[config.mk]
export PLATFORM = sky130hd
export DESIGN_NAME = sba_size_class
export DESIGN_NICKNAME = d
export VERILOG_FILES = /design/src/rtl/sba_pkg.sv /design/src/rtl/sba_size_class.sv
export SDC_FILE = /design/constraint.sdc
export NUM_CORES = 1
export LEC_CHECK = 0
export BUFFER_PORTS_ARGS = -buffer_cell sky130_fd_sc_hd__buf_2
export CAP_MARGIN = 25
export CELL_PAD_IN_SITES_DETAIL_PLACEMENT = 0
export CELL_PAD_IN_SITES_GLOBAL_PLACEMENT = 1
export CORE_MARGIN = 2
export CORE_UTILIZATION = 41
export DETAILED_ROUTE_END_ITERATION = 8
export PLACE_DENSITY_LB_ADDON = 0.08
export SYNTH_ARGS = -nofsm -noshare
export SYNTH_HDL_FRONTEND = slang
export SYNTH_SLANG_ARGS = --single-unit
[constraint.sdc]
create_clock -name vclk -period 7.6
set_input_delay 0.38 -clock vclk [all_inputs]
set_output_delay 0.38 -clock vclk [all_outputs]
set_load 0.01 [all_outputs]
[src/rtl/sba_pkg.sv]
// Shared types and constants for the segregated block allocator.
// Used by every module of the block; depends on nothing.
`timescale 1ns / 1ps

package sba_pkg;

  localparam int NUM_POOLS    = 16;
  localparam int MIN_POW      = 6;
  localparam int ADDR_BITS    = 24;
  localparam int INITIAL_END  = 64;
  localparam int HEADER_BYTES = 2;

  localparam int SLOT_BITS = ADDR_BITS - MIN_POW;
  localparam int POW_W     = $clog2(ADDR_BITS + 1);
  localparam int POOL_W    = 4;
  localparam int HDR_CLS_W = 6;
  localparam int END_W     = ADDR_BITS + 1;
  localparam int SUM_W     = ADDR_BITS + 2;

  typedef enum logic [1:0] {
    OP_RESERVE = 2'd0,
    OP_RELEASE = 2'd1,
    OP_MARK    = 2'd2,
    OP_NOP     = 2'd3
  } op_e;

  typedef enum logic [1:0] {
    ST_EMPTY    = 2'd0,
    ST_RESERVED = 2'd1,
    ST_VALID    = 2'd2,
    ST_ACTIVE   = 2'd3
  } status_e;

  typedef enum logic [2:0] {
    RC_OK           = 3'd0,
    RC_TOO_LARGE    = 3'd1,
    RC_NO_SPACE     = 3'd2,
    RC_ALREADY_FREE = 3'd3,
    RC_BAD_HEADER   = 3'd4
  } rc_e;

  typedef struct packed {
    op_e         opcode;
    logic [23:0] request_size;
    logic [23:0] block_offset;
    logic [1:0]  new_status;
  } in_t;

  typedef struct packed {
    rc_e         result_code;
    logic [23:0] granted_offset;
    logic [3:0]  pool_index;
  } out_t;

  typedef struct packed {
    logic [ADDR_BITS-1:0] link;
    logic [HDR_CLS_W-1:0] cls;
    status_e              status;
  } hdr_t;

  // decoded size class of a reserve request
  typedef struct packed {
    logic              too_large;
    logic [POOL_W-1:0] cls;
    logic [END_W-1:0]  bytes;
  } size_info_t;

endpackage

[src/rtl/sba_size_class.sv]
// Size-class decoder: rounds a request up to a power of two of at least
// 2^MIN_POW bytes and gives the class, block bytes and oversize flag.
// Depends on sba_pkg.
`timescale 1ns / 1ps

module sba_size_class import sba_pkg::*; (
  input  logic [23:0] request_size,
  output size_info_t  info
);

  logic [23:0]      m;
  logic [POW_W-1:0] pow;
  logic [POW_W-1:0] pow_c;
  logic [POW_W-1:0] cls_full;

  always_comb begin
    m   = request_size - 24'd1;
    pow = '0;
    // bit length of size - 1 = ceil(log2(size))
    for (int i = 0; i < 24; i++) begin
      if (m[i]) pow = POW_W'(i + 1);
    end
    pow_c    = (pow < POW_W'(MIN_POW)) ? POW_W'(MIN_POW) : pow;
    cls_full = pow_c - POW_W'(MIN_POW);
    info.too_large = (request_size == 24'd0) || (cls_full >= POW_W'(NUM_POOLS));
    info.cls       = cls_full[POOL_W-1:0];
    info.bytes     = END_W'(1) << pow_c;
  end

endmodule

# After elaboration in Yosys (flattened, before gate mapping)
# Cells that the tools add are included.
[word_totals]
in_bits = 24
output_inout_bits = 30
regBits = 0
[classes]
n_addsub = 2
n_mux = 25
shifts = 1
reduce_logical = 2
order_cmp = 2
[ops]
columns = ["op", "count"]
rows = [
  ["$mux 5", 24],
  ["$shl 1x5->25 const A", 1],
  ["$logic_not 24->1", 1],
  ["$sub 24x1->24 const B", 1],
  ["$ge 5x5->1 const B", 1],
  ["$lt 5x3->1 const B", 1],
  ["$sub 5x3->5 const B", 1],
  ["$logic_or 1x1->1", 1],
  ["$mux 1", 1],
]

# Depth between registers and ports, before layout
[logic_depth]
ltp_word = 30
ltp_mapped = 13
mapped_depth_nobuf = 11

# Least setup slack after synthesis
# OpenSTA, ideal clock, no wires.
[synth_path]
path_kind = "input to output"
startpoint = "input request_size[3]"
endpoint = "output info[12] (netlist bit)"
setup_slack_ps = 4209
path_buffers = 1
t_arrival_ps = 3011
stages = 10
cell_sequence = "buf_4 -> nor3_4 -> nand4_2 -> or4_1 -> xor2_2 -> and2_4 -> inv_2 -> nor3_4 -> or3b_1 -> a21oi_1"
[synth_rtl]
columns = ["element", "line_no", "rtl"]
rows = [
  ["start, declared", "sba_size_class.sv:7", "input logic [23:0] request_size,"],
  ["end, declared", "sba_size_class.sv:8", "output size_info_t info"],
]

==> impl_summary.log <==
[metrics] total global routing overflow: 0
[metrics] cell-by-cell trace of the critical path: buf_2 > nor3_4 > nand4_2 > or4_1 > xor2_2 > and2_4 > inv_2 > nor3_4 > or3b_1 > a21oi_1 > buf_2
[metrics] share of total power consumed by net switching: 65.2%
[metrics] register share of total power: 0%
[metrics] measured slew at the worst slew-check pin: 818 ps
[metrics] DRT iter0 DRCs: 86
[metrics] Post-Syn Area: 1670 µm²
[metrics] Buf/Inv on CP: 3
[metrics] hold-fix buffer count after cts: 0
[metrics] final setup violation count: 0
[metrics] max_cap viols: 0
[metrics] CP Depth: 11
[metrics] leakage power of the design: 0.650 nW
[metrics] Fin Setup TNS: 0 ps
[metrics] core region area: 3970 µm²
[metrics] power share of the combinational group: 100.0%
[metrics] relative slew slack: 44.9%
[metrics] Post-DP HPWL: 3650 µm
[metrics] part of the Yosys area used for sequential elements: 0%
[metrics] unrepaired setup endpoints after global routing: no
[metrics] Residual DRC: 0
[metrics] number of cells produced by synthesis: 235
[metrics] YS warnings: 0
[metrics] maximum fanout encountered on the critical timing path: 18
[metrics] total wirelength of the detailed-routed design: 4670 µm
[metrics] Post CTS Setup Buffer Count: 0
[metrics] critical path's top delay family: simple AND/OR/NAND/NOR gates
[metrics] arrival time reported for the critical path endpoint: 3790 ps
[metrics] Wirelength per Cell: 14.8 µm
[metrics] Critical Path Max Stage Delay: 630 ps
[metrics] Area contributors post-synth: o21ai_0, nand4_1, nand3_1
[metrics] status: completed
[metrics] post-route antenna net violation count: 0
[metrics] vias in the first global route: 1596
[metrics] unique cell type count in the Yosys netlist: 76
[metrics] Setup WS pre-CTS: 3460 ps
[metrics] average instance area after synthesis: 7.10 µm²
[metrics] final worst setup slack: 3430 ps
[metrics] pwr dens: 40.6 nW/µm²
[metrics] Seq Cell Count: 0
[metrics] share of cells above drive strength 1: 31.6%
[metrics] row count: 23
[metrics] post-CTS resize count: 0
[metrics] GRT Overall Usage: 20.4%
[metrics] Highest Clock Rate: 240 MHz
[metrics] share of the synthesized area in the top cell type: 4.20%
[metrics] largest vdd supply drop: 19.4 µV
[metrics] height of the chip: 67.8 µm
[metrics] final critical delay including setup and external delays: 4170 ps
[metrics] count of buffers inserted at the top-level ports: 48
[metrics] drt first pass iters: 4
[metrics] startpoint class of the critical path: input pin
[metrics] global placement routability congestion: 0.772
[metrics] Final Max Slew Viols: 0
[metrics] final standard cell count with taps included and fillers excluded: 316
[metrics] Int Pwr: 0.0259 mW
[metrics] end point of the critical path: info[12]
[metrics] wire length of the first global-routing pass: 7580 µm
[metrics] maximum number of pins on one net before global-route repair: 19
[metrics] count of antenna diodes in the layout: 0
[metrics] Die ar.: 4600 µm²
[metrics] total net switching power: 0.0485 mW
[metrics] P&R area growth vs syn: 9.82%
[metrics] vias: 1920
[metrics] worst setup path startpoint: request_size[3]
[metrics] final hold viol count: 0
[metrics] horizontal die dimension: 67.8 µm
[metrics] # placed instances: 316
[metrics] Critical Path End Type: output port
[metrics] most numerous cell types in the synthesized netlist: nor2_1, o21ai_0, nand3_1
[metrics] Ports: 54
[metrics] Max stage delay cell, worst path: or4_1
[metrics] Worst EP required: 7220 ps
[metrics] cell taking the most area after synthesis: o21ai_0
[metrics] post-route fraction of the period consumed by the critical path: 54.9%
[metrics] initial antenna violation count: 0
[metrics] dominant cell by count in the synthesized netlist: nor2_1
[metrics] final-stage net count: 294
[metrics] critical path type: in2out
[metrics] number of clock buffer instances in the layout: 0
[metrics] effective utilization at floorplan: 42.0%
[metrics] clock network power share: 0%
[metrics] via count normalized by instance count: 6.08
[metrics] classification of the worst-slack hold path: in2out
[metrics] # fillers: 455
[metrics] Sequential cell area: 0 µm²
## layout by cell type (no fill, tap or decap), types with 4 or more instances in the layout
cell | netlist | routed
nor4b_1 | 4 | 4
nand3b_1 | 7 | 7
nor3_1 | 9 | 9
or4_4 | 4 | 4
a21oi_1 | 9 | 9
nor2_1 | 15 | 15
nor4_1 | 7 | 7
nand4_1 | 11 | 11
o21ai_0 | 14 | 14
xor2_1 | 4 | 4
nand2_1 | 11 | 11
buf_2 | 6 | 48
xnor2_1 | 4 | 4
nor2b_1 | 6 | 6
nand3_1 | 12 | 12
conb_1 | 1 | 6
inv_1 | 9 | 9
## logic make-up after synthesis
| kind of cell | Yosys count | synth area share (%) |
|---|---|---|
| buffers and inverters | 33 | 11.9 |
| adders and majority gates | 2 | 1.50 |
| other | 1 | 0.225 |
| and+or+nand+nor | 123 | 49.0 |
| AOI/OAI and AO/OA | 67 | 32.2 |
| xor gates and xnor gates | 9 | 5.17 |
## per-stage QoR
step	area, µm²	util (%)	hold slack, ps	power (mW)
floorplan	1690	-	990	0.0564
global placement	1830	46.2	1230	0.0741
detailed placement	1830	46.2	1250	0.0741
CTS	1830	46.2	1250	0.0745
global route	1830	46.2	1300	0.0829
finish	1830	46.2	1230	0.0744
## layer usage
layer | vias up | GRT usage (%) | share of wire [%] | wire [µm]
met5 | - | 0 | 0 | 0
met4 | 0 | 0 | 0 | 0
met3 | 0 | 0 | 4.0 | 189
met2 | 45 | 34.6 | 47 | 2190
met1 | 905 | 30.6 | 49 | 2290
li1 | 970 | - | - | -
## power by group through the flow
stage / Combinational (mW) / Clock, mW / Sequential (mW)
6_report: 0.0744 / 0 / 0
5_1_grt: 0.0829 / 0 / 0
4_1_cts: 0.0745 / 0 / 0
3_5_place_dp: 0.0741 / 0 / 0
3_3_place_gp: 0.0741 / 0 / 0
2_1_floorplan: 0.0564 / 0 / 0
## worst min-delay path by stage
stage | start | to | slack [ps] | cells after the start
2_1_floorplan | request_size[23] | info[24] | 990 | 2
3_3_place_gp | request_size[23] | info[24] | 1230 | 4
3_5_place_dp | request_size[23] | info[24] | 1250 | 4
4_1_cts | request_size[23] | info[24] | 1250 | 4
5_1_grt | request_size[23] | info[24] | 1300 | 4
6_report | request_size[23] | info[24] | 1230 | 4
## cell type report
type	instances	area [µm²]	share of cell area, %
Multi-Input combinational cell	207	1490	81.2
Inverter	11	41.3	2.25
Timing Repair Buffer	48	240	13.1
Tap cell	50	62.6	3.41
(Power assumes the default switching activity.)
